### src/rtl/cred_ram.sv
`timescale 1ns / 1ps
// ----------------------------------------------------------------------------
// cred_ram
// Generic RAM: one write port, two registered read ports.
// ----------------------------------------------------------------------------
module cred_ram #(
  parameter int unsigned WIDTH = 8,
  parameter int unsigned DEPTH = 512
) (
  input  logic                     clk_i,
  input  logic                     we_i,
  input  logic [$clog2(DEPTH)-1:0] waddr_i,
  input  logic [WIDTH-1:0]         wdata_i,
  input  logic                     re_i,
  input  logic [$clog2(DEPTH)-1:0] raddr_a_i,
  input  logic [$clog2(DEPTH)-1:0] raddr_b_i,
  output logic [WIDTH-1:0]         rdata_a_o,
  output logic [WIDTH-1:0]         rdata_b_o
);

  logic [WIDTH-1:0] mem_q [DEPTH];

  always_ff @(posedge clk_i) begin
    if (we_i) begin
      mem_q[waddr_i] <= wdata_i;
    end
    if (re_i) begin
      rdata_a_o <= mem_q[raddr_a_i];
      rdata_b_o <= mem_q[raddr_b_i];
    end
  end

endmodule

### config.mk
export PLATFORM = sky130hd
export DESIGN_NAME = cred_ram
export DESIGN_NICKNAME = d
export VERILOG_FILES = /design/src/rtl/cred_ram.sv
export SDC_FILE = /design/constraint.sdc
export NUM_CORES = 2
export LEC_CHECK = 0
export BUFFER_PORTS_ARGS = -buffer_cell sky130_fd_sc_hd__buf_4
export CORE_ASPECT_RATIO = 1.4
export CORE_MARGIN = 2
export CORE_UTILIZATION = 40
export CTS_CLUSTER_SIZE = 8
export DETAILED_ROUTE_END_ITERATION = 10
export SYNTH_ARGS = -nofsm -noshare
export SYNTH_HDL_FRONTEND = slang
export SYNTH_SLANG_ARGS = --single-unit
export TNS_END_PERCENT = 50
### constraint.sdc
create_clock -name clk_i -period 2.3 [get_ports clk_i]
set_clock_uncertainty 0.15 [all_clocks]
set_input_delay 0.115 -clock clk_i [delete_from_list [all_inputs] [get_ports clk_i]]
set_output_delay 0.115 -clock clk_i [all_outputs]
set_load 0.01 [all_outputs]
==> results_dict.tcl <==
set metrics [dict create \
    synth_area_um2 195800 \
    crit_type "reg -> reg" \
    p_int_uw 135600 \
    hold_viol_final 0 \
    area_growth_pct 24.11 \
    die_area_um2 495300 \
    combPwrFrac_pct 10.0 \
    status "finished, violations left" \
    core-area_um2 488400 \
    period_needed_ps 3274 \
    gp_congestion 1.045 \
    seq_area_frac_synth_pct 63.05 \
    drt_iter0_drc 16290 \
    routed_via_density 6.431 \
    rrSetupSlack_ps -970 \
    drive_above_1_share_pct 37.09 \
    cp.required_ps 3010 \
    leakage_uw 0.08360 \
    multi_input_area_um2 68700 \
    clockPowerShare_pct 43.5 \
    clockBufferDepth 4 \
    finalWirelength_um 780600 \
    overflow 0 \
    fill_cells 40260 \
    r2r-end "rdata_b_o[3]" \
    cp_common_cell "nand4_1" \
    irDropWorstVdd_mv 0.8962 \
    vias 131900 \
    ios 54 \
    holdPathStages 2 \
    synth_edf_count 4112 \
    start_util_pct 40.10 \
    htree_num_levels 6 \
    die_h_um 831.9 \
    synth-seq-cells 4112 \
    synthCells 11450 \
    drtAntennaViolNets 0 \
    grt.total_usage_pct 31.00 \
    clkSlewWorstSetupHoldPaths_ps 50 \
    rsz0062_at_grt "true" \
    arrival_ps 3980 \
    worst_hold_slack_ps 35.22 \
    clk_latency_ps 1100 \
    dr.pass1.iters 6 \
    setup_viol 16 \
    post-route-util_pct 49.77 \
    crit_chain "mux4_2, or3_4, o22ai_4, nor4_4, nand4_1, nand4_1, buf_12, and4bb_1" \
    power_switching_uw 42820 \
    synth_cell_type_count 79 \
    wl_per_cell_um 38.07 \
    dp_hpwl_um 565900 \
    grt_pass1_vias 137000 \
    synthTopCellsByCount "4112 x edfxtp_1, 1393 x mux2i_1, 1379 x mux4_2" \
    critPathMaxStageDelay_ps 530 \
    grt_max_degree 127 \
    worst_slack_ps -974.1 \
    critPathMaxFanout 2 \
    cap_violations 0 \
    dp_cells 19780 \
    cts.sink_count 4112 \
    endpoint_kind "flop" \
    path_buf_inv 1 \
    holdPathEnd "mem_q[164][4]" \
    cts_tree "yes" \
    cts_root_buf "clkbuf_16" \
    violations "negative setup slack" \
    max_freq_mhz 305.4 \
    antenna_found_initial 54 \
    rr_startpoint "mem_q[370][3]" \
    finalMaxSlewViolations 0 \
    switching_share_pct 24.00 \
    powerDensity_nw_per_um2 734.0 \
    route.detailed.drc 0 \
    cts_made_buffers 585 \
    critPathLaunchType "flop" \
    hold_class "in -> reg" \
    synth.most_common_cell "edfxtp_1" \
    ys.flop_type "edfxtp_1" \
    r2r_cells 8 \
    syn_nets 11490 \
    synth_top_area_cell "edfxtp_1" \
    stdcell_count 20500 \
    crit_family "simple AND/OR/NAND/NOR gates" \
    register_area_um2 123500 \
    async_flop_share_pct 0 \
    cp-startpoint "mem_q[370][3]" \
    port_buffers 53 \
    rows 304 \
    pwr-share-seq_pct 46.5 \
    grt_pass1_wl_um 1075000 \
    period_share_pct 142.4 \
    syn_area_per_cell_um2 17.10 \
    yosysWarnings 0 \
    finalPower_uw 178400 \
    worstMarginPinSlew_ps 1283 \
    die_width_um 595.4 \
    synthTopCellsByArea "edfxtp_1 63%, mux4_2 16%, mux2i_1 7.1%" \
    nets 14020 \
    setup-tns-final_ps -9769 \
    synth_top_area_share_pct 63.05 \
    cp_slowest_cell "mux4_2" \
    hp-start "wdata_i[4]" \
    slew-limit-headroom_pct 14.01 \
]
## placed cells by master (no fill, tap or decap), types with 37 or more instances in the layout
cell / synthesis / layout
o21ai_0: 155 / 143
buf_12: 24 / 386
a211oi_1: 115 / 73
a21oi_1: 284 / 271
o22ai_1: 380 / 355
nand4_1: 82 / 82
o221ai_1: 511 / 482
mux4_2: 1379 / 1379
clkbuf_16: 0 / 598
nor2_1: 679 / 674
nand2_1: 285 / 262
nand3_1: 76 / 66
nor3_1: 379 / 361
and2_1: 52 / 51
buf_6: 160 / 38
buf_4: 90 / 2416
dlygate4sd3_1: 0 / 37
edfxtp_1: 4112 / 4112
mux2i_1: 1393 / 1388
nor4_1: 92 / 50
## area by class of cell
| class | count | area share [%] |
|---|---|---|
| Multi-Input combinational cell | 6378 | 28.27 |
| Inverter | 7 | 0.02111 |
| Clock inverter | 48 | 0.3120 |
| Timing Repair Buffer | 2896 | 11.10 |
| Clock buffer | 602 | 6.154 |
| Tap cell | 6426 | 3.308 |
| Sequential cell | 4112 | 50.80 |
| Antenna cell | 35 | 0.03604 |
## through the flow
stage	cell area [um^2]	worst slack, ps
final	243000	-974.1
after global routing	243000	-926.2
after CTS	241900	-882.2
after detailed placement	224700	-2102
after global placement	224600	-2059
after floorplan	196100	-89.34
## metal layers
metal / up-vias / share of wire, % / GRT usage, %
met5: - / 0.017 / 0
met4: 18 / 10 / 25.94
met3: 2322 / 8.5 / 6.113
met2: 7858 / 49 / 51.83
met1: 68390 / 33 / 34.21
li1: 53280 / - / -
## state kept, by name, indices dropped and copies added, names as in the netlist
signal,count
rdata_a_o,8
mem_q,4096
rdata_b_o,8
## what timing repair did
action	in CTS	in global routing
resized for setup	208	181
endpoints found under the hold margin	6739	126
pin swaps	74	75
hold buffers	41	3
setup endpoints to repair	17	210
setup buffers	4	17
## power by group through the flow
stage / registers [uW] / clock network, uW / logic, uW
6_report: 82900 / 77600 / 17900
5_1_grt: 82800 / 81100 / 18200
4_1_cts: 82900 / 78300 / 17400
3_5_place_dp: 84300 / 0 / 17100
3_3_place_gp: 84300 / 0 / 17000
2_1_floorplan: 84200 / 0 / 7820
## kinds of logic after synthesis
kind of cell,share of synthesized area (%)
and+or+nand+nor,4.403
muxes,23.07
AOI/OAI and AO/OA,6.420
DFF,63.05
buffers and inverters,3.056
## worst register-to-register path, cell delays in order (launching register included)
cell	delay [ps]
edfxtp_1	400
mux4_2	530
or3_4	420
o22ai_4	210
nor4_4	100
nand4_1	140
nand4_1	530
buf_12	370
and4bb_1	200
## worst max path at each step
stage	cells past startpoint	endpoint
6_report	8	rdata_b_o[3]
4_1_cts	8	rdata_b_o[3]
3_5_place_dp	13	rdata_b_o[3]
3_3_place_gp	13	rdata_b_o[3]
5_1_grt	9	rdata_b_o[3]
2_1_floorplan	8	rdata_b_o[1]
(Power assumes the default switching activity.)
