`src/rtl/cred_pkg.sv`:
```
`timescale 1ns / 1ps
// ----------------------------------------------------------------------------
// cred_pkg
// Types and constants shared by the clipped-ReLU dot evaluator.
// ----------------------------------------------------------------------------
package cred_pkg;

  localparam int unsigned ACC_W     = 16;
  localparam int unsigned ACT_W     = 8;
  localparam int unsigned WGT_W     = 8;
  localparam int unsigned IDX_W     = 9;
  localparam int unsigned SUM_W     = 32;
  localparam int unsigned PROD_W    = ACT_W + WGT_W + 1;
  localparam int unsigned SCORE_W   = 12;

  localparam int unsigned ACC_SHIFT = 6;
  localparam int unsigned OUT_SHIFT = 5;

  localparam int SCORE_MAX = 2000;
  localparam int SCORE_MIN = -2000;

  // midgame scale 140/100, reduced to 7/5
  localparam int MG_NUM     = 140;
  localparam int MG_DEN     = 100;
  localparam int MG_GCD     = 20;
  localparam int MG_MUL     = MG_NUM / MG_GCD;
  localparam int MG_DIV     = MG_DEN / MG_GCD;
  localparam int MG_SRC_MAX = (SCORE_MAX * MG_DIV + MG_MUL - 1) / MG_MUL;

  localparam int unsigned RECIP_SHIFT = 16;
  localparam int unsigned RECIP       = (1 << RECIP_SHIFT) / MG_DIV;

  typedef enum logic [2:0] {
    ST_IDLE,
    ST_MUL,
    ST_ACC,
    ST_SCALE,
    ST_WAIT,
    ST_OUT
  } state_e;

  typedef struct packed {
    logic mul_en;
    logic add_en;
    logic clear;
  } mac_ctrl_t;

  function automatic logic [ACT_W-1:0] clip_relu(input logic signed [ACC_W-1:0] a);
    logic [ACT_W-1:0] r;
    if (a[ACC_W-1]) begin
      r = '0;
    end else if (|a[ACC_W-2:ACC_SHIFT+ACT_W]) begin
      r = '1;
    end else begin
      r = a[ACC_SHIFT+ACT_W-1:ACC_SHIFT];
    end
    return r;
  endfunction

endpackage

```
`src/rtl/cred_scale.sv`:
```
`timescale 1ns / 1ps
// ----------------------------------------------------------------------------
// cred_scale
// Bias, dequantising shift, 7/5 midgame scaling and clamping in three stages.
// ----------------------------------------------------------------------------
module cred_scale
  import cred_pkg::*;
(
  input  logic                       clk_i,
  input  logic                       rst_ni,
  input  logic                       start_i,
  input  logic [SUM_W-1:0]           sum_i,
  input  logic [SUM_W-1:0]           bias_i,
  input  logic                       kings_i,
  output logic                       done_o,
  output logic signed [SCORE_W-1:0]  mg_o,
  output logic signed [SCORE_W-1:0]  eg_o
);

  localparam int unsigned SW = SUM_W - OUT_SHIFT;
  localparam int unsigned PW = SCORE_W + 3;
  localparam int unsigned MW = PW - 1;
  localparam int unsigned RW = MW + RECIP_SHIFT - 2;

  localparam logic signed [SW-1:0] S_MAX  = SW'(SCORE_MAX);
  localparam logic signed [SW-1:0] S_MIN  = SW'(SCORE_MIN);
  localparam logic signed [SW-1:0] S_MGHI = SW'(MG_SRC_MAX);
  localparam logic signed [SW-1:0] S_MGLO = SW'(-MG_SRC_MAX);

  logic v1_q, v2_q, v3_q;

  logic [SUM_W-1:0]          total;
  logic signed [SW-1:0]      s;
  logic signed [SCORE_W-1:0] eg1_d, sc1_d;
  logic signed [SCORE_W-1:0] eg1_q, sc1_q;
  logic                      kings1_q;

  logic signed [PW-1:0]      p7;
  logic [MW-1:0]             m2_d;
  logic [RW-1:0]             prodr;
  logic [MW-1:0]             m2_q;
  logic [SCORE_W-1:0]        q0_q;
  logic                      neg2_q, kings2_q;
  logic signed [SCORE_W-1:0] eg2_q;

  logic [MW-1:0]             r;
  logic [SCORE_W-1:0]        q;
  logic signed [SCORE_W-1:0] mg3_d, eg3_d;

  always_comb begin
    total = sum_i + bias_i;
    s     = total[SUM_W-1:OUT_SHIFT];
    priority if (s > S_MAX) begin
      eg1_d = SCORE_W'(S_MAX);
    end else if (s < S_MIN) begin
      eg1_d = SCORE_W'(S_MIN);
    end else begin
      eg1_d = SCORE_W'(s);
    end
    priority if (s > S_MGHI) begin
      sc1_d = SCORE_W'(S_MGHI);
    end else if (s < S_MGLO) begin
      sc1_d = SCORE_W'(S_MGLO);
    end else begin
      sc1_d = SCORE_W'(s);
    end
  end

  always_comb begin
    p7    = $signed(PW'(sc1_q)) * $signed(PW'(MG_MUL));
    m2_d  = p7[PW-1] ? MW'(-p7) : MW'(p7);
    prodr = RW'(m2_d) * RW'(RECIP);
  end

  always_comb begin
    r     = m2_q - MW'(MW'(q0_q) * MW'(MG_DIV));
    q     = q0_q + SCORE_W'(r >= MW'(MG_DIV));
    mg3_d = neg2_q ? -$signed(q) : $signed(q);
    eg3_d = eg2_q;
    if (kings2_q) begin
      mg3_d = '0;
      eg3_d = '0;
    end
  end

  always_ff @(posedge clk_i) begin
    if (start_i) begin
      eg1_q    <= eg1_d;
      sc1_q    <= sc1_d;
      kings1_q <= kings_i;
    end
    if (v1_q) begin
      m2_q     <= m2_d;
      q0_q     <= prodr[RECIP_SHIFT +: SCORE_W];
      neg2_q   <= p7[PW-1];
      kings2_q <= kings1_q;
      eg2_q    <= eg1_q;
    end
    if (v2_q) begin
      mg_o <= mg3_d;
      eg_o <= eg3_d;
    end
  end

  always_ff @(posedge clk_i or negedge rst_ni) begin
    if (!rst_ni) begin
      v1_q <= 1'b0;
      v2_q <= 1'b0;
      v3_q <= 1'b0;
    end else begin
      v1_q <= start_i;
      v2_q <= v1_q;
      v3_q <= v2_q;
    end
  end

  assign done_o = v3_q;

endmodule

```
`config.mk`:
```
export PLATFORM = sky130hd
export DESIGN_NAME = cred_scale
export DESIGN_NICKNAME = d
export VERILOG_FILES = /design/src/rtl/cred_pkg.sv /design/src/rtl/cred_scale.sv
export SDC_FILE = /design/constraint.sdc
export NUM_CORES = 1
export LEC_CHECK = 0
export ABC_AREA = 1
export BUFFER_PORTS_ARGS = -buffer_cell sky130_fd_sc_hd__buf_2
export CAP_MARGIN = 40
export CORE_AREA = 2 2 164 134
export CTS_CLUSTER_SIZE = 20
export DETAILED_ROUTE_END_ITERATION = 7
export DIE_AREA = 0 0 166 136
export PLACE_DENSITY = 0.79
export SKIP_CTS_REPAIR_TIMING = 1
export SYNTH_ARGS = -nofsm -noshare
export SYNTH_HDL_FRONTEND = slang
export SYNTH_SLANG_ARGS = --single-unit
```
`constraint.sdc`:
```
create_clock -name clk_i -period 10 [get_ports clk_i]
set_input_delay 2.5 -clock clk_i [delete_from_list [all_inputs] [get_ports clk_i]]
set_output_delay 2.5 -clock clk_i [all_outputs]
set_load 0.005 [all_outputs]
```
==> results of run 1 <==
sequential cells by signal, indices dropped and copies added (netlist names):
register and flops:
sc1_q 12, eg_o 12, m2_q 14, mg_o 12
kings1_q 1, eg2_q 12, kings2_q 1, v1_q 1
neg2_q 1, q0_q 12, v2_q 1, eg1_q 12
done_o 1
synth_stat cells, drive strengths merged, types with 2 or more instances:
cell type	count
nand2	390
inv	328
ha	186
nor2	164
a21oi	96
edfxtp	89
nand3	84
fa	72
xor2	47
o21ai	43
nor3	30
xnor2	18
nand4	16
nand3b	12
a31oi	8
o21a	8
or2	6
a21o	5
nor3b	5
o21bai	4
clkbuf	3
dfrtp	3
nor4	3
a211oi	2
and3	2
per-layer routing:
layer / vias up / part of all wire (%) / GRT usage (%)
met1: 4983 / 47 / 40.0
li1: 5446 / - / -
met5: - / 0 / 0
met2: 407 / 43 / 41.9
met3: 32 / 9.1 / 5.18
met4: 0 / 1.2 / 5.02
worst max-delay path, delay by kind of cell, from the launching register on:
family / cells / cell delay (ns)
adder cells (fa/ha/maj): 11 / 4.36
AND/OR/NAND/NOR: 13 / 1.23
AO/OA/AOI/OAI: 5 / 0.89
XOR/XNOR: 1 / 0.74
flip-flops: 1 / 0.58
buffers and inverters: 3 / 0.23
kinds of logic (layout without fill, tap and decap cells):
logic type                 Yosys count  in the layout  share of synthesized area (%)
and+or+nand+nor                    713            713                           24.7
buffers and inverters              331            438                           10.0
adders and majority gates          258            258                           30.3
AOI/OAI and AO/OA                  170            170                           7.47
DFF                                 92             92                           22.1
xor gates and xnor gates            65             65                           5.39
final timing paths:
kind | startpoint | end | slack, ns
worst max-delay path | sc1_q[0]$_SDFFCE_PP1P_ | q0_q[11]$_DFFE_PP_ | 1.73
worst min-delay path | v1_q$_DFF_PN0_ | v2_q$_DFF_PN0_ | 0.38
worst max register to register | sc1_q[0]$_SDFFCE_PP1P_ | q0_q[11]$_DFFE_PP_ | 1.73
worst min register to register | v1_q$_DFF_PN0_ | v2_q$_DFF_PN0_ | 0.38
max in group asynchronous | rst_ni | done_o$_DFF_PN0_ | 7.97
min in group asynchronous | rst_ni | v2_q$_DFF_PN0_ | 1.91
stage by stage:
stage,instances,utilization (%),cell area [µm²],worst slack (ns)
floorplan,1629,-,12400,2.62
global placement,1994,62.8,13200,2.14
detailed placement,1995,62.9,13300,1.80
CTS,2011,64.4,13600,1.75
global route,2011,64.4,13600,1.23
finish,2011,64.4,13600,1.73
layout make-up:
cell class                      count  share of cell area, %
Multi-Input combinational cell   1206                   62.2
Sequential cell                    92                   20.3
Inverter                          328                   9.09
Timing Repair Buffer               94                   3.65
Tap cell                          275                   2.54
Clock buffer                        9                   1.66
Clock inverter                      7                  0.590
==> run summary, run 1 <==
Outcome -> finished, final reports clean
Share of layout cells above drive strength 1 -> 9.45%
RSZ-0062 raised after global routing -> no
Syn Area/Cell -> 7.63 µm²
Synth Instances -> 1,629
Gr usage total -> 27.1%
CP Capture Type -> register
Post-detailed-route via-to-cell ratio -> 5.40
Die ar. -> 22,600 µm²
Layout fillers -> 1,816
Number of global-route vias before repair -> 10,100
Ys flop type -> edfxtp_1
DPL Wire Length -> 26,400 µm
Final hold viol count -> 0
Row cnt -> 48
WP data required -> 10.11 ns
Hold Crit Class -> register to register
Clock sink count -> 92
Final number of max-transition violations -> 0
Crit path time final -> 8.27 ns
Number of synthesized flops with an enable pin -> 89
Clock Skews -> 0.0213 ns
Share of the synthesized area in the top cell type -> 21.5%
Core Region -> 21,100 µm²
Pin count of the biggest net entering global routing -> 41
Initial antenna violation count -> 1
Max Freq -> 121 MHz
Critical Path Most Common Cell -> ha_1
Setup TNS -> 0 ns
CTS tree -> built
Fin nets -> 2,057
Asr flop ratio synth -> 3.26%
Top cells by area, synth -> edfxtp_1, ha_1, fa_1
Yosys top cell by area -> edfxtp_1
Synthesized Nets -> 1,955
Startpoint types -> register
TritonRoute pass-1 iters -> 5
DR iter-0 viols -> 970
Slowest cell on crit path -> xnor2_1
Synth-to-Final Area Change -> 9.12%
Number of max-cap violations -> 0
Highest-count cells in the layout ignoring fill and taps -> nand2_1, inv_1, ha_1
DRT antenna net count -> 0
Synthesis Warnings -> 0
Sequential share of the synthesized area -> 22.1%
Period utilisation layout -> 82.7%
Total grt overflow -> 0
Hold_ws -> 0.376 ns
Setup-failing EPs final -> 0
Hold Crit Depth -> 0
Maximum root-to-sink buffer count -> 2
Number of antenna diodes -> 0
Relative slew margins -> 37.0%
DR WL/cell -> 15.2 µm
Clk_lat worst skew -> 0.36 ns
Worst-Margin Slew -> 0.938 ns
Drt drc -> 0
Crit Path Class -> register to register
Routed WL -> 30,700 µm
Initial Utilization -> 59.0%
GPL Wtd Cong -> 0.992
Critical path fanouts, max -> 10
Root buf cell -> clkbuf_16
Max incr delay on CP -> 0.74 ns
Worst Path Arrival -> 8.38 ns
Count of input and output buffers -> 92
DR vias -> 10,900
Register area -> 2750 µm²
Total CTS buffers -> 9
Io pins -> 93
Chip height -> 136 µm
Synthesized flop and latch total -> 92
Commonest non-fill, non-tap cell in the layout -> nand2_1
Worst r2r path cells -> 33
H-tree levels -> 3
First-pass GRT wire length -> 49,200 µm
Synth Cell Area -> 12,400 µm²
Die X -> 166 µm
Area of the multi-input gates -> 8440 µm²
Clk slew on worst S/H paths -> 0.09 ns
Unique masters post-synth -> 43
Power of run 1 is left out: the tool's default activity adds up to more than one toggle a clock period on the data nets, which glitch-free logic cannot reach.
==> run 2: changes to the inputs <==
--- a/config.mk
+++ b/config.mk
@@ -8,11 +8,11 @@
 export ABC_AREA = 1
 export BUFFER_PORTS_ARGS = -buffer_cell sky130_fd_sc_hd__buf_2
 export CAP_MARGIN = 40
-export CORE_AREA = 2 2 164 134
+export CORE_AREA = 2 2 169 138
 export CTS_CLUSTER_SIZE = 20
 export DETAILED_ROUTE_END_ITERATION = 7
-export DIE_AREA = 0 0 166 136
-export PLACE_DENSITY = 0.79
+export DIE_AREA = 0 0 171 140
+export PLACE_DENSITY = 0.78
 export SKIP_CTS_REPAIR_TIMING = 1
 export SYNTH_ARGS = -nofsm -noshare
 export SYNTH_HDL_FRONTEND = slang
==> constraint.sdc (replaced) <==
create_clock -name clk_i -period 6.7 [get_ports clk_i]
set_input_delay 1.675 -clock clk_i [delete_from_list [all_inputs] [get_ports clk_i]]
set_output_delay 1.675 -clock clk_i [all_outputs]
set_load 0.005 [all_outputs]
==> run summary, run 2 (same netlist as run 1, synthesis figures left out) <==
Count of input and output buffers -> 92
H-tree levels -> 3
Total CTS buffers -> 9
Worst r2r path cells -> 34
TritonRoute pass-1 iters -> 8
Initial Utilization -> 56.0%
Commonest non-fill, non-tap cell in the layout -> nand2_1
Hold_ws -> 0.414 ns
First-pass GRT wire length -> 51,700 µm
Clk_lat worst skew -> 0.36 ns
Outcome -> finished with violations
Hold Crit Depth -> 0
Startpoint types -> register
Clock Skews -> 0.0125 ns
Share of layout cells above drive strength 1 -> 23.6%
CTS tree -> built
Clk slew on worst S/H paths -> 0.07 ns
Pin count of the biggest net entering global routing -> 30
Synth-to-Final Area Change -> 26.2%
Total grt overflow -> 0
RSZ-0062 raised after global routing -> yes
Fin nets -> 2,206
Critical path fanouts, max -> 4
Maximum root-to-sink buffer count -> 2
Slowest cell on crit path -> fa_1
Core Region -> 22,200 µm²
Post-detailed-route via-to-cell ratio -> 5.36
Worst-Margin Slew -> 0.896 ns
Highest-count cells in the layout ignoring fill and taps -> nand2_1, inv_1, ha_1
Final number of max-transition violations -> 0
PnR worst setup slack -> -0.488 ns
Period utilisation layout -> 107%
Layout fillers -> 1,670
Die X -> 171 µm
Hold Crit Class -> register to register
Most flops, register -> m2_q
Failing checks -> negative setup slack
Root buf cell -> clkbuf_16
Routed WL -> 33,800 µm
DPL Wire Length -> 26,900 µm
Chip height -> 140 µm
Row cnt -> 49
DR iter-0 viols -> 1,040
DR vias -> 11,700
Max Freq -> 139 MHz
Drt drc -> 0
Max incr delay on CP -> 0.59 ns
Gr usage total -> 27.2%
Number of max-cap violations -> 0
Io pins -> 93
Die ar. -> 23,900 µm²
Crit path time final -> 7.19 ns
Relative slew margins -> 40.3%
Crit Path Class -> register to register
Worst Path Arrival -> 7.31 ns
WP data required -> 6.82 ns
DR WL/cell -> 15.4 µm
Clock sink count -> 92
Number of global-route vias before repair -> 10,900
Setup-failing EPs final -> 12
GPL Wtd Cong -> 0.959
Number of antenna diodes -> 0
Critical Path Most Common Cell -> nand2_1
DRT antenna net count -> 0
Final hold viol count -> 0
Largest register FFs -> 14
CP Capture Type -> register
Initial antenna violation count -> 0
==> run 2: final timing paths <==
check	slack (ns)	end	from
worst min register to register	0.41	eg2_q[4]$_DFFE_PP_	eg1_q[4]$_SDFFCE_PP1P_
worst min-delay path	0.41	eg2_q[4]$_DFFE_PP_	eg1_q[4]$_SDFFCE_PP1P_
worst max register to register	-0.49	q0_q[11]$_DFFE_PP_	sc1_q[3]$_SDFFCE_PP0P_
min in group asynchronous	1.11	v1_q$_DFF_PN0_	rst_ni
max in group asynchronous	5.49	done_o$_DFF_PN0_	rst_ni
worst max-delay path	-0.49	q0_q[11]$_DFFE_PP_	sc1_q[3]$_SDFFCE_PP0P_
==> run 2: per-stage QoR <==
| stage | std cells | util [%] | TNS [ns] | worst slack, ns | area, µm² |
|---|---|---|---|---|---|
| 3_5_place_dp | 2149 | 66.0 | -4.15 | -0.490 | 14700 |
| 6_report | 2191 | 70.7 | -4.67 | -0.488 | 15700 |
| 2_1_floorplan | 1629 | - | -0.254 | -0.166 | 12900 |
| 4_1_cts | 2165 | 67.4 | -4.56 | -0.509 | 15000 |
| 5_1_grt | 2191 | 70.7 | -8.12 | -0.752 | 15700 |
| 3_3_place_gp | 2149 | 66.0 | -2.95 | -0.371 | 14700 |
==> run 2: critical path: cells and delay by family (launching register included) <==
kind | cells | cell delay (ns)
compound gates | 6 | 0.88
xor+xnor | 1 | 0.13
fa+ha+maj | 10 | 4.04
buf+inv | 5 | 0.36
flops | 1 | 0.47
simple gates | 12 | 1.05
==> run 2: final cells by class <==
class / instances / area, µm² / area share (%)
multi-input combinational: 1206 / 9400 / 59.9
sequential: 92 / 2750 / 17.5
timing repair buffer: 243 / 1610 / 10.3
inverter: 328 / 1250 / 7.94
tap: 306 / 383 / 2.44
clock buffer: 9 / 225 / 1.43
clock inverter: 7 / 83.8 / 0.534
==> run 2: routing by layer <==
| layer | GRT usage [%] | vias to the layer above | routed length (µm) |
|---|---|---|---|
| met4 | 5.66 | 0 | 614 |
| met2 | 42.2 | 467 | 15200 |
| met1 | 40.9 | 5483 | 15300 |
| met5 | 0 | - | 0 |
| li1 | - | 5721 | - |
| met3 | 3.11 | 62 | 2700 |
Power of run 2 is left out for the same reason.
