===== config.mk =====
export PLATFORM = sky130hd
export DESIGN_NAME = cred_mac
export DESIGN_NICKNAME = d
export VERILOG_FILES = /design/src/rtl/cred_pkg.sv /design/src/rtl/cred_mac.sv
export SDC_FILE = /design/constraint.sdc
export NUM_CORES = 1
export LEC_CHECK = 0
export ABC_AREA = 0
export CAP_MARGIN = 20
export CORE_MARGIN = 2
export CORE_UTILIZATION = 41
export CTS_CLUSTER_DIAMETER = 80
export DETAILED_ROUTE_END_ITERATION = 10
export DONT_BUFFER_PORTS = 1
export HOLD_SLACK_MARGIN = 0.08
export RECOVER_POWER = 25
export SLEW_MARGIN = 30
export SYNTH_ARGS = -nofsm -noshare
export SYNTH_HDL_FRONTEND = slang
export SYNTH_SLANG_ARGS = --single-unit

===== constraint.sdc =====
create_clock -name clk_i -period 4 [get_ports clk_i]
set_input_delay 0.2 -clock clk_i [delete_from_list [all_inputs] [get_ports clk_i]]
set_output_delay 0.2 -clock clk_i [all_outputs]
set_load 0.005 [all_outputs]

===== src/rtl/cred_pkg.sv =====
`timescale 1ns / 1ps
// ----------------------------------------------------------------------------
// cred_pkg
// Types and constants shared by the clipped-ReLU dot evaluator.
// ----------------------------------------------------------------------------
package cred_pkg;

  localparam int unsigned ACC_W     = 16;
  localparam int unsigned ACT_W     = 8;
  localparam int unsigned WGT_W     = 8;
  localparam int unsigned IDX_W     = 9;
  localparam int unsigned SUM_W     = 32;
  localparam int unsigned PROD_W    = ACT_W + WGT_W + 1;
  localparam int unsigned SCORE_W   = 12;

  localparam int unsigned ACC_SHIFT = 6;
  localparam int unsigned OUT_SHIFT = 5;

  localparam int SCORE_MAX = 2000;
  localparam int SCORE_MIN = -2000;

  // midgame scale 140/100, reduced to 7/5
  localparam int MG_NUM     = 140;
  localparam int MG_DEN     = 100;
  localparam int MG_GCD     = 20;
  localparam int MG_MUL     = MG_NUM / MG_GCD;
  localparam int MG_DIV     = MG_DEN / MG_GCD;
  localparam int MG_SRC_MAX = (SCORE_MAX * MG_DIV + MG_MUL - 1) / MG_MUL;

  localparam int unsigned RECIP_SHIFT = 16;
  localparam int unsigned RECIP       = (1 << RECIP_SHIFT) / MG_DIV;

  typedef enum logic [2:0] {
    ST_IDLE,
    ST_MUL,
    ST_ACC,
    ST_SCALE,
    ST_WAIT,
    ST_OUT
  } state_e;

  typedef struct packed {
    logic mul_en;
    logic add_en;
    logic clear;
  } mac_ctrl_t;

  function automatic logic [ACT_W-1:0] clip_relu(input logic signed [ACC_W-1:0] a);
    logic [ACT_W-1:0] r;
    if (a[ACC_W-1]) begin
      r = '0;
    end else if (|a[ACC_W-2:ACC_SHIFT+ACT_W]) begin
      r = '1;
    end else begin
      r = a[ACC_SHIFT+ACT_W-1:ACC_SHIFT];
    end
    return r;
  endfunction

endpackage


===== src/rtl/cred_mac.sv =====
`timescale 1ns / 1ps
// ----------------------------------------------------------------------------
// cred_mac
// Two weight products and the running sum of the dot product.
// ----------------------------------------------------------------------------
module cred_mac
  import cred_pkg::*;
(
  input  logic                     clk_i,
  input  logic                     rst_ni,
  input  mac_ctrl_t                ctrl_i,
  input  logic [ACT_W-1:0]         own_i,
  input  logic [ACT_W-1:0]         opp_i,
  input  logic signed [WGT_W-1:0]  w_own_i,
  input  logic signed [WGT_W-1:0]  w_opp_i,
  output logic [SUM_W-1:0]         sum_o
);

  logic signed [PROD_W-1:0] p_own_q, p_own_d;
  logic signed [PROD_W-1:0] p_opp_q, p_opp_d;
  logic [SUM_W-1:0]         sum_q, sum_d;

  always_comb begin
    p_own_d = $signed({1'b0, own_i}) * w_own_i;
    p_opp_d = $signed({1'b0, opp_i}) * w_opp_i;
  end

  always_ff @(posedge clk_i) begin
    if (ctrl_i.mul_en) begin
      p_own_q <= p_own_d;
      p_opp_q <= p_opp_d;
    end
  end

  always_comb begin
    sum_d = sum_q;
    priority if (ctrl_i.clear) begin
      sum_d = '0;
    end else if (ctrl_i.add_en) begin
      sum_d = sum_q + SUM_W'(p_own_q) + SUM_W'(p_opp_q);
    end
  end

  always_ff @(posedge clk_i or negedge rst_ni) begin
    if (!rst_ni) begin
      sum_q <= '0;
    end else begin
      sum_q <= sum_d;
    end
  end

  assign sum_o = sum_q;

endmodule


==> insert_results.sql, run 1 <==
INSERT INTO impl_metrics (metric_group, metric, value, unit) VALUES
('status', 'run_status', 'complete, but fails checks', ''),
('status', 'failed_checks', 'capacitance limit, slew limit', ''),
('floorplanning', 'floorplan.rows', '54', ''),
('worst_setup_path', 'worst-path-buf-inv', '4', ''),
('placed_design', 'routability_congestion', '0.882', ''),
('cells_and_area', 'post_route_cells_drive_above_1_share', '6.25', '%'),
('synthesis', 'post_synth_and_or_nand_nor_area_fraction', '15.3', '%'),
('synthesis', 'synthesis.yosys.warnings', '0', ''),
('sta', 'finalSetupTns', '0', 'ps'),
('cts', 'post_cts.repair.setup_buffers', '0', ''),
('synthesis', 'combinational_family_with_the_most_area_after_synthesis', 'adder cells', ''),
('sta', 'worst_slew_margin_rel', '-30.0', '%'),
('sta', 'final.min_clock_period', '3770', 'ps'),
('route', 'drt-pass1-iter-count', '5', ''),
('floorplanning', 'design.core.area', '21700', 'um2'),
('route', 'wl_per_cell', '15.7', 'um'),
('synthesis', 'async_flop_share', '48.5', '%'),
('cts', 'root_buffer_cell', 'clkbuf_16', ''),
('synthesis', 'syn-instance-count', '908', ''),
('sta', 'worst_pin_slew', '1950', 'ps'),
('worst_setup_path', 'critPathCaptureType', 'flip-flop', ''),
('synthesis', 'yosys.area_share.adder', '39.7', '%'),
('sta', 'finalMaxSlewViolations', '68', ''),
('global_route', 'grt_overflow_total', '0', ''),
('sta', 'maxClockFrequency', '265', 'MHz'),
('sta', 'final-setup-viol-count', '0', ''),
('synthesis', 'ys_top_cells_by_area', 'fa_1 24%, ha_1 16%, edfxtp_1 11%, dfrtp_1 8.9%, and2_1 6.0%', ''),
('worst_setup_path', 'start_kind', 'input pin', ''),
('floorplanning', 'ioPinCount', '69', ''),
('route', 'route.detailed.vias_per_inst', '5.21', ''),
('synthesis', 'ys_seq_area_share', '20.3', '%'),
('power_and_ir_drop', 'static_leakage', '0.00470', 'uW'),
('route', 'antenna_violating_nets_post_route', '0', ''),
('placed_design', 'place.detailed.hpwl', '15.3', 'mm'),
('floorplanning', 'design.die.area', '23100', 'um2'),
('sta', 'fin_crit_sh', '94.2', '%'),
('cts', 'ctsLongestPathBuffers', '2', ''),
('synthesis', 'synth_fp_nets', '1167', ''),
('route', 'vias', '6289', ''),
('floorplanning', 'die_y', '152', 'um'),
('synthesis', 'yosysTopAreaCell', 'fa_1', ''),
('sta', 'fin_hold_ws', '98.8', 'ps'),
('worst_setup_path', 'cp_top_family', 'adder cells', ''),
('worst_hold_path', 'timing.hold.worst.class', 'in -> reg', ''),
('sta', 'skew', '12.9', 'ps'),
('synthesis', 'synth_mux_area_share', '2.35', '%'),
('worst_setup_path', 'crit_required', '4080', 'ps'),
('worst_setup_path', 'criticalPathCategory', 'in -> reg', ''),
('worst_setup_path', 'path_cells', 'and2_1 > ha_1 > inv_1 > fa_1 > inv_1 > ha_1 > inv_1 > fa_1 > inv_1 > ha_1 > fa_2 > a21o_1 > a21oi_2 > o21ai_1 > a21o_1 > a21oi_2 > o21ai_2 > o41ai_2 > xnor2_1', ''),
('cts', 'clock_sinks', '66', ''),
('cts', 'clkSlewWorstSetupHoldPaths', '60', 'ps'),
('power_and_ir_drop', 'cellPowerDensity', '760', 'nW/um2'),
('global_route', 'number_of_global_route_vias_before_repair', '6661', ''),
('cts', 'cts_tree', 'built', ''),
('synthesis', 'synth_compound_area_share', '10.7', '%'),
('cells_and_area', 'area_growth', '8.29', '%'),
('placed_design', 'dp.cells', '1186', ''),
('sta', 'hold_viol_final', '0', ''),
('cells_and_area', 'final_util', '44.9', '%'),
('worst_setup_path', 'timing.critical_path.arrival', '3850', 'ps'),
('synthesis', 'netlist.area_leader.share', '23.6', '%'),
('synthesis', 'syn_area', '8990', 'um2'),
('cts', 'cts-htree-levels', '3', ''),
('global_route', 'first_pass_grt_wire_length', '33.0', 'mm'),
('synthesis', 'ff_latch_count_synth', '66', ''),
('run', 'cap_viol_max_count', '2', ''),
('synthesis', 'synth.avg_cell_area', '9.90', 'um2'),
('placed_design', 'numPortBuffers', '0', ''),
('synthesis', 'synth.distinct_cells', '64', ''),
('route', 'initialDrtViolationCount', '260', ''),
('worst_setup_path', 'worst_path_max_delay_cell', 'fa_1', '');
[layer usage]
layer	routed length [um]	vias to the layer above	track usage (%)	part of all wire, %
met5	0	-	0	0
met4	298	0	4.27	1.6
met3	723	23	3.59	3.8
met2	9310	91	29.5	49
met1	8590	3099	22.9	45
li1	-	3076	-	-
[path summary, 6_finish.rpt]
check	cells after the start	slack, ps	startpoint	to
worst max-delay path	19	230	own_i[4]	p_own_q[16]$_DFFE_PP_
worst min-delay path	3	100	ctrl_i[0]	sum_o[28]$_DFFE_PN0P_
worst max register to register	12	280	sum_o[1]$_DFFE_PN0P_	sum_o[19]$_DFFE_PN0P_
worst min register to register	1	580	sum_o[25]$_DFFE_PN0P_	sum_o[25]$_DFFE_PN0P_
max in group asynchronous	2	1920	rst_ni	sum_o[8]$_DFFE_PN0P_
min in group asynchronous	2	950	rst_ni	sum_o[19]$_DFFE_PN0P_
[state kept, by name, indices dropped and copies added (netlist names)]
register  flops
p_opp_q      17
p_own_q      17
sum_o        32
[cells in the mapped netlist (6+ instances only)]
| library cell | count |
|---|---|
| a21o_1 | 21 |
| a21oi_1 | 49 |
| and2_1 | 86 |
| clkbuf_1 | 6 |
| dfrtp_1 | 32 |
| edfxtp_1 | 34 |
| fa_1 | 106 |
| ha_1 | 116 |
| inv_1 | 122 |
| mux2i_1 | 20 |
| nand2_1 | 60 |
| nand2b_1 | 9 |
| nand3_1 | 13 |
| nand4_1 | 9 |
| nor2_1 | 52 |
| nor2b_1 | 7 |
| nor3_1 | 7 |
| o211ai_1 | 6 |
| o21ai_0 | 20 |
| xnor2_1 | 29 |
| xor2_1 | 19 |
[cell families (layout without fill, tap and decap cells)]
group | count (synthesis) | count (layout)
AO/OA/AOI/OAI | 145 | 145
adder cells (fa/ha/maj) | 222 | 222
XOR/XNOR | 48 | 48
multiplexers | 21 | 21
flip-flops | 66 | 66
buffers and inverters | 142 | 162
AND/OR/NAND/NOR | 264 | 264
[timing repair]
action,4_1_cts,5_1_grt
endpoints found under the hold margin,89,0
setup endpoints to repair,0,2
hold buffers,6,0
resized for setup,0,1
[power by group]
part / switching, uW / internal [uW] / leakage [uW]
clock network: 313 / 552 / 0.000161
registers: 244 / 1060 / 0.000756
logic: 2880 / 2360 / 0.00378
total: 3430 / 3970 / 0.00470
[final cells by class]
type | instances | area, um2
multi-input combinational | 700 | 6590
clock buffer | 9 | 225
sequential | 66 | 1820
tap | 280 | 350
timing repair buffer | 24 | 188
inverter | 122 | 462
clock inverter | 7 | 103
fill | 2054 | 12000
[placed cells by master, fill, tap and decap left out, types with 19 or more instances in the layout]
cell type and n:
inv_1 120, ha_1 115, fa_1 105, and2_1 84, nand2_1 60, nor2_1 51, a21oi_1 46, edfxtp_1 34
dfrtp_1 32, xnor2_1 29, a21o_1 21, mux2i_1 20, xor2_1 19
[stage by stage]
stage / setup slack, ps / instance area [um2] / power [uW]
after floorplan: 1.54 / 9040 / 5470
after global placement: -121 / 9350 / 6430
after detailed placement: -203 / 9350 / 6480
after CTS: 162 / 9770 / 7440
after global routing: -5.77 / 9740 / 8190
final: 232 / 9740 / 7400
[worst register-to-register path: cells and delay by family, from the launching register on]
family / cells / cell delay [ps]
AO/OA/AOI/OAI: 5 / 940
adder cells (fa/ha/maj): 3 / 1160
buffers and inverters: 1 / 580
flip-flops: 1 / 420
AND/OR/NAND/NOR: 3 / 520
Note: power is estimated with default switching activity, not from simulation.
==> inputs of run 2 (changes only) <==
Settings changed: CORE_MARGIN 2 to 1, SLEW_MARGIN 30 to default.
Clock period 4 ns to 4.2 ns, I/O delays scaled along.
==> run 2 against run 1 <==
The run still ends with capacitance limit, slew limit left. Wire length increased by 0.38%. Power decreased by 6.9%. Non-clock buffer count shrank 2. Worst hold slack better by 18 ps. First-iteration DRC count shrank 14%. Clock power fell by 14%. Cell count fell by 0.58%. Global-route usage rose by 1.1 points. Clock-buffer cell count rose by 2. Setup slack gained 51 ps. Via count decreased by 0.99%. Die area down 2.6%. Critical path type unchanged. Largest power group unchanged.
==> insert_results.sql, run 2 (same netlist as run 1, synthesis figures left out) <==
INSERT INTO impl_metrics (metric_group, metric, value, unit) VALUES
('cells_and_area', 'post_route_cells_drive_above_1_share', '4.86', '%'),
('power_and_ir_drop', 'ir_worst_vdd', '0.340', 'mV'),
('sta', 'finalMaxSlewViolations', '68', ''),
('worst_setup_path', 'timing.critical_path.mode_cell', 'fa_1', ''),
('status', 'failed_checks', 'capacitance limit, slew limit', ''),
('floorplanning', 'floorplan.rows', '53', ''),
('worst_setup_path', 'path_cells', 'nand2b_1 > fa_1 > fa_1 > inv_1 > fa_1 > inv_1 > fa_1 > inv_1 > ha_4 > a21oi_2 > o21ai_0 > a21o_1 > a21oi_2 > o21ai_1 > o41ai_2 > xnor2_1', ''),
('global_route', 'number_of_global_route_vias_before_repair', '6545', ''),
('worst_hold_path', 'timing.hold.worst.class', 'in -> reg', ''),
('sta', 'fin_crit_sh', '93.3', '%'),
('floorplanning', 'initial_core_util', '42.2', '%'),
('sta', 'timing.final.ws_setup', '283', 'ps'),
('route', 'route.detailed.vias_per_inst', '5.18', ''),
('sta', 'fin_hold_ws', '117', 'ps'),
('sta', 'grt_setup_unrepaired', 'false', ''),
('power_and_ir_drop', 'total_power', '6900', 'uW'),
('placed_design', 'routability_congestion', '0.867', ''),
('cells_and_area', 'largest_reg_flops', '32', ''),
('sta', 'hold_viol_final', '0', ''),
('route', 'drt-pass1-iter-count', '4', ''),
('worst_setup_path', 'criticalPathCategory', 'in -> reg', ''),
('cells_and_area', 'fin_nets', '1180', ''),
('global_route', 'first_pass_grt_wire_length', '32.5', 'mm'),
('sta', 'final.min_clock_period', '3920', 'ps'),
('power_and_ir_drop', 'cellPowerDensity', '713', 'nW/um2'),
('cts', 'cts_tree', 'built', ''),
('global_route', 'number_of_antenna_violations_at_the_first_check_in_global_routing', '0', ''),
('sta', 'maxClockFrequency', '255', 'MHz'),
('worst_setup_path', 'cp_top_family', 'adder cells', ''),
('floorplanning', 'ioPinCount', '69', ''),
('cts', 'clkSlewWorstSetupHoldPaths', '60', 'ps'),
('route', 'wl_per_cell', '15.8', 'um'),
('worst_setup_path', 'worst-path-max-fanout', '8', ''),
('sta', 'final-setup-viol-count', '0', ''),
('floorplanning', 'die_y', '150', 'um'),
('route', 'postRouteWirelength', '19.0', 'mm'),
('global_route', 'grt_util_all_layers', '18.5', '%'),
('cells_and_area', 'final_cell_mix', '122 x inv_1, 115 x ha_1, 106 x fa_1, 84 x and2_1, 60 x nand2_1', ''),
('cts', 'cts-htree-levels', '3', ''),
('worst_setup_path', 'worst_path_max_delay_cell', 'fa_1', ''),
('cts', 'clock_latency', '340', 'ps'),
('route', 'vias', '6227', ''),
('sta', 'skew', '8.50', 'ps'),
('floorplanning', 'die_width', '150', 'um'),
('power_and_ir_drop', 'static_leakage', '0.00468', 'uW'),
('worst_setup_path', 'timing.critical_path.arrival', '3990', 'ps'),
('cts', 'numCtsBuffers', '9', ''),
('sta', 'worst_pin_slew', '1970', 'ps'),
('placed_design', 'place.detailed.hpwl', '15.2', 'mm'),
('worst_setup_path', 'crit_required', '4280', 'ps'),
('placed_design', 'numPortBuffers', '0', ''),
('cells_and_area', 'layout.cells.most_common', 'inv_1', ''),
('worst_setup_path', 'slowest_delay', '540', 'ps'),
('cells_and_area', 'antenna-diode-count', '0', ''),
('route', 'antenna_violating_nets_post_route', '0', ''),
('status', 'run_status', 'complete, but fails checks', ''),
('route', 'route.detailed.drc', '0', ''),
('worst_setup_path', 'critPathCaptureType', 'flip-flop', ''),
('worst_setup_path', 'start_kind', 'input pin', ''),
('run', 'cap_viol_max_count', '2', ''),
('sta', 'worst_slew_margin_rel', '-31.2', '%'),
('cts', 'ctsLongestPathBuffers', '2', ''),
('global_route', 'maximum_number_of_pins_on_one_net_before_global_route_repair', '35', ''),
('floorplanning', 'design.core.area', '21300', 'um2'),
('cells_and_area', 'final_util', '45.4', '%'),
('placed_design', 'pre_cts_slack', '-138', 'ps'),
('worst_setup_path', 'worst-path-buf-inv', '3', ''),
('global_route', 'grt_overflow_total', '0', ''),
('route', 'initialDrtViolationCount', '223', ''),
('sta', 'finalSetupTns', '0', 'ps'),
('cts', 'clock_sinks', '66', ''),
('cells_and_area', 'area_growth', '7.49', '%'),
('floorplanning', 'design.die.area', '22500', 'um2'),
('cts', 'root_buffer_cell', 'clkbuf_16', '');
==> run 2: cell count changes in the layout (fill, tap and decap cells not counted), moves of 2 or more <==
cell      previous run  this run
buf_4               18        15
inv_1              120       122
clkinv_4             3         1
clkbuf_1             2         4
==> run 2: repair_timing <==
action,4_1_cts,5_1_grt
buffers inserted,0,0
hold buffers,6,0
hold endpoints to repair,89,0
resized for setup,0,1
setup endpoints to repair,0,1
==> run 2: final cells by class <==
| type | count | area (um2) |
|---|---|---|
| clock buffer | 11 | 233 |
| clock inverter | 5 | 55.1 |
| fill | 2033 | 11600 |
| inverter | 122 | 458 |
| multi-input combinational | 700 | 6570 |
| sequential | 66 | 1820 |
| tap | 275 | 344 |
| timing repair buffer | 22 | 185 |
==> run 2: path summary, 6_finish.rpt <==
kind	cells past startpoint	endpoint	slack, ps	start
worst max-delay path	16	p_own_q[16]$_DFFE_PP_	280	own_i[0]
worst min-delay path	3	sum_o[27]$_DFFE_PN0P_	120	ctrl_i[0]
worst max register to register	12	sum_o[17]$_DFFE_PN0P_	400	sum_o[1]$_DFFE_PN0P_
worst min register to register	1	sum_o[25]$_DFFE_PN0P_	580	sum_o[25]$_DFFE_PN0P_
max in group asynchronous	2	sum_o[0]$_DFFE_PN0P_	2090	rst_ni
min in group asynchronous	2	sum_o[18]$_DFFE_PN0P_	970	rst_ni
==> run 2: power breakdown <==
group | internal (uW) | switching (uW)
Clock | 458 | 284
Sequential | 1010 | 235
Combinational | 2230 | 2680
Total | 3700 | 3200
==> run 2: per-layer routing <==
layer	track usage (%)	wire, um
met1	24.0	8860
met2	31.7	9120
met3	4.09	822
met4	3.33	197
met5	0	0
==> run 2: tightest hold or removal path: cells and delay by family <==
family        cells  cell delay, ps
mux               1             110
simple gates      2              90
==> run 2: stage by stage <==
stage / std cells / cell area (um2)
final: 1201 / 9660
after detailed placement: 1178 / 9300
after CTS: 1200 / 9680
after global routing: 1201 / 9660
after global placement: 1178 / 9300
after floorplan: 908 / 9010
==> inputs of run 3 (changes only) <==
Settings changed: ABC_AREA 0 to 1.
==> run 3 against run 2 <==
The run still ends with capacitance limit, slew limit left. Worst hold slack better by 54 ps. Final area up 6.1%. Sequential cell count stayed put. Area after synthesis up 6.6%. Sequential share of layout area is 1.1 points lower. Utilization shrank 0.40 points. Power rose by 6.1%. Global-route usage rose by 0.66 points. Highest routed layer unchanged.
==> insert_results.sql, run 3 <==
INSERT INTO impl_metrics (metric_group, metric, value, unit) VALUES
('global_route', 'number_of_global_route_vias_before_repair', '7721', ''),
('floorplanning', 'die_width', '155', 'um'),
('worst_setup_path', 'critPathCaptureType', 'flip-flop', ''),
('cts', 'root_buffer_cell', 'clkbuf_16', ''),
('synthesis', 'synth.distinct_cells', '33', ''),
('route', 'route.layer.met1.wl', '9.29', 'mm'),
('cells_and_area', 'antenna-diode-count', '0', ''),
('global_route', 'first_pass_grt_wire_length', '36.6', 'mm'),
('cts', 'clock_sinks', '66', ''),
('synthesis', 'async_flop_share', '48.5', '%'),
('cells_and_area', 'post_route_cells_drive_above_1_share', '3.85', '%'),
('cts', 'numCtsBuffers', '9', ''),
('worst_setup_path', 'worst-path-buf-inv', '4', ''),
('floorplanning', 'initial_core_util', '42.1', '%'),
('floorplanning', 'die_y', '155', 'um'),
('sta', 'worst_pin_slew', '1810', 'ps'),
('sta', 'hold_viol_final', '0', ''),
('cells_and_area', 'register_area', '1820', 'um2'),
('placed_design', 'dpl-instance-area', '9900', 'um2'),
('power_and_ir_drop', 'ir_worst_vdd', '0.390', 'mV'),
('cts', 'cts-resized-gates', '0', ''),
('synthesis', 'synth_fp_nets', '1537', ''),
('synthesis', 'syn-instance-count', '1278', ''),
('route', 'wl_per_cell', '13.2', 'um'),
('sta', 'fin_hold_ws', '172', 'ps'),
('route', 'route.met3.wl', '884', 'um'),
('sta', 'maxClockFrequency', '260', 'MHz'),
('synthesis', 'syn_area', '9580', 'um2'),
('floorplanning', 'design.core.area', '22800', 'um2'),
('route', 'route.detailed.vias_per_inst', '4.72', ''),
('route', 'antenna_violating_nets_post_route', '0', ''),
('synthesis', 'synth.avg_cell_area', '7.50', 'um2'),
('power_and_ir_drop', 'static_leakage', '0.00597', 'uW'),
('floorplanning', 'design.die.area', '24000', 'um2'),
('global_route', 'number_of_antenna_violations_at_the_first_check_in_global_routing', '0', ''),
('placed_design', 'place.detailed.hpwl', '17.8', 'mm'),
('cts', 'cts-htree-levels', '3', ''),
('synthesis', 'ys_seq_area_share', '19.0', '%'),
('synthesis', 'count_of_flip_flops_with_a_built_in_enable_after_synthesis', '34', ''),
('synthesis', 'yosysMostFrequentCell', 'nand2_1', ''),
('cts', 'clkSlewWorstSetupHoldPaths', '50', 'ps'),
('cts', 'cts_tree', 'built', ''),
('global_route', 'grt_util_all_layers', '19.2', '%'),
('worst_setup_path', 'r2r_cells', '12', ''),
('sta', 'fin_crit_sh', '91.7', '%'),
('synthesis', 'ff_latch_count_synth', '66', ''),
('cells_and_area', 'fillerInstances', '2349', ''),
('synthesis', 'synthesis.yosys.warnings', '0', ''),
('cts', 'ctsLongestPathBuffers', '2', ''),
('worst_setup_path', 'criticalPathCategory', 'in -> reg', ''),
('synthesis', 'yosys_most_used_dff', 'edfxtp_1', ''),
('worst_setup_path', 'path_cells', 'clkinv_1 > buf_4 > nor2_1 > fa_1 > fa_1 > fa_1 > inv_1 > fa_1 > inv_1 > ha_1 > a21oi_1 > o21ai_0 > a21oi_1 > o21ai_0 > xor2_1', ''),
('placed_design', 'routability_congestion', '0.906', ''),
('power_and_ir_drop', 'cellPowerDensity', '713', 'nW/um2'),
('cells_and_area', 'layout.cells.most_common', 'nand2_1', ''),
('worst_setup_path', 'r2r_start', 'p_opp_q[16]$_DFFE_PP_', ''),
('route', 'detailroute.wirelength.met2', '10.5', 'mm'),
('cells_and_area', 'finish.cell_count_without_fillers', '1586', ''),
('worst_setup_path', 'rrSetupSlack', '1180', 'ps'),
('sta', 'final-setup-viol-count', '0', ''),
('floorplanning', 'floorplan.rows', '55', ''),
('route', 'top_signal_layer_used', 'met4', ''),
('status', 'run_status', 'complete, but fails checks', ''),
('status', 'failed_checks', 'capacitance limit, slew limit', ''),
('synthesis', 'yosysTopAreaCell', 'fa_1', ''),
('floorplanning', 'ioPinCount', '69', ''),
('worst_setup_path', 'slowest_delay', '540', 'ps'),
('cells_and_area', 'area_growth', '6.97', '%'),
('placed_design', 'numPortBuffers', '0', ''),
('worst_setup_path', 'crit_required', '4280', 'ps'),
('placed_design', 'dp.cells', '1562', ''),
('cts', 'cts_hold_buf', '8', ''),
('route', 'drt-pass1-iter-count', '5', ''),
('worst_setup_path', 'timing.critical_path.mode_cell', 'fa_1', ''),
('sta', 'grt_setup_unrepaired', 'false', ''),
('worst_setup_path', 'cp_top_family', 'adder cells', ''),
('global_route', 'grt_overflow_total', '0', ''),
('route', 'vias', '7484', ''),
('route', 'route.detailed.drc', '0', ''),
('worst_setup_path', 'worstReg2RegEnd', 'sum_o[29]$_DFFE_PN0P_', ''),
('sta', 'finalMaxSlewViolations', '68', ''),
('cells_and_area', 'finalInstanceArea', '10300', 'um2'),
('worst_setup_path', 'timing.critical_path.arrival', '3930', 'ps'),
('synthesis', 'ys_top_cells_by_area', 'fa_1 22%, nand2_1 15%, ha_1 15%, inv_1 11%, edfxtp_1 11%', ''),
('worst_hold_path', 'hold_critical_path_endpoint', 'p_own_q[1]$_DFFE_PP_', ''),
('worst_setup_path', 'worst-path-max-fanout', '8', ''),
('route', 'initialDrtViolationCount', '384', ''),
('cts', 'clock_latency', '340', 'ps'),
('worst_hold_path', 'timing.hold.worst.class', 'in -> reg', ''),
('cells_and_area', 'multi_input_combinational_cell_area', '6510', 'um2'),
('cells_and_area', 'fin_nets', '1527', ''),
('power_and_ir_drop', 'total_power', '7310', 'uW'),
('cells_and_area', 'final_cell_mix', '393 x nand2_1, 292 x inv_1, 116 x ha_1, 106 x fa_1, 57 x nor2_1', ''),
('route', 'postRouteWirelength', '20.9', 'mm'),
('sta', 'finalSetupTns', '0', 'ps'),
('run', 'cap_viol_max_count', '2', ''),
('worst_hold_path', 'holdPathStages', '3', ''),
('cts', 'post_cts.repair.setup_buffers', '0', ''),
('synthesis', 'netlist_top_cells_count', '393 x nand2_1, 292 x inv_1, 116 x ha_1, 106 x fa_1, 58 x nor2_1', ''),
('sta', 'worst_slew_margin_rel', '-20.6', '%'),
('sta', 'final.min_clock_period', '3850', 'ps'),
('global_route', 'maximum_number_of_pins_on_one_net_before_global_route_repair', '35', ''),
('worst_setup_path', 'worst_path_max_delay_cell', 'fa_1', ''),
('synthesis', 'netlist.area_leader.share', '22.1', '%'),
('cells_and_area', 'largest_reg_flops', '32', ''),
('worst_setup_path', 'start_kind', 'input pin', ''),
('worst_hold_path', 'worst_hold_startpoint', 'w_own_i[1]', ''),
('sta', 'skew', '10.9', 'ps');
[run 3: cell types whose count changed after synthesis, sizes merged, moves of 9 or more]
cell,change
nand2b,-9
and2,-85
nand3,+27
nand2,+342
clkbuf,+22
o21ai,+10
inv,+175
mux2i,-20
a21o,-21
xnor2,-17
[run 3: worst max-delay path by stage]
stage,start,to,slack (ps),depth (start not counted)
global placement,w_own_i[7],p_own_q[14]$_DFFE_PP_,50,15
floorplan,w_own_i[7],p_own_q[16]$_DFFE_PP_,30,15
finish,w_own_i[7],p_own_q[13]$_DFFE_PP_,350,15
global route,w_own_i[7],p_own_q[15]$_DFFE_PP_,80,15
CTS,w_own_i[7],p_own_q[15]$_DFFE_PP_,340,15
detailed placement,w_own_i[7],p_own_q[15]$_DFFE_PP_,-20,15
[run 3: logic make-up (layout without fill, tap and decap cells)]
family | Yosys count | after routing | synth area share, %
buf+inv | 335 | 330 | 13.1
flops | 66 | 66 | 19.0
fa+ha+maj | 222 | 222 | 37.3
simple gates | 525 | 525 | 22.2
xor+xnor | 30 | 30 | 2.74
compound gates | 100 | 100 | 5.65
[run 3: routing by layer]
metal / vias up / global-route usage [%]
met3: 16 / 3.76
li1: 3833 / -
met4: 0 / 4.24
met1: 3533 / 23.3
met2: 102 / 34.8
met5: - / 0
[run 3: power by group]
group          switching (uW)  internal [uW]
registers                 242           1020
clock network             279            454
logic                    3390           1930
total                    3910           3400
[run 3: worst min-delay path: stages]
cell     delay (ps)
nand2_1          30
inv_1            50
ha_1            110
[run 3: area by class of cell]
| class | count | share of cell area (%) |
|---|---|---|
| timing repair buffer | 15 | 1.17 |
| clock inverter | 6 | 0.561 |
| multi-input combinational | 877 | 63.5 |
| tap | 313 | 3.82 |
| sequential | 66 | 17.8 |
| clock buffer | 10 | 2.23 |
| inverter | 299 | 10.9 |
[run 3: metrics by stage]
step           worst slack, ps  utilization [%]
2_1_floorplan             26.8                -
6_report                   348             45.0
5_1_grt                   76.6             45.0
3_5_place_dp             -19.5             43.4
3_3_place_gp              54.9             43.4
4_1_cts                    343             45.1
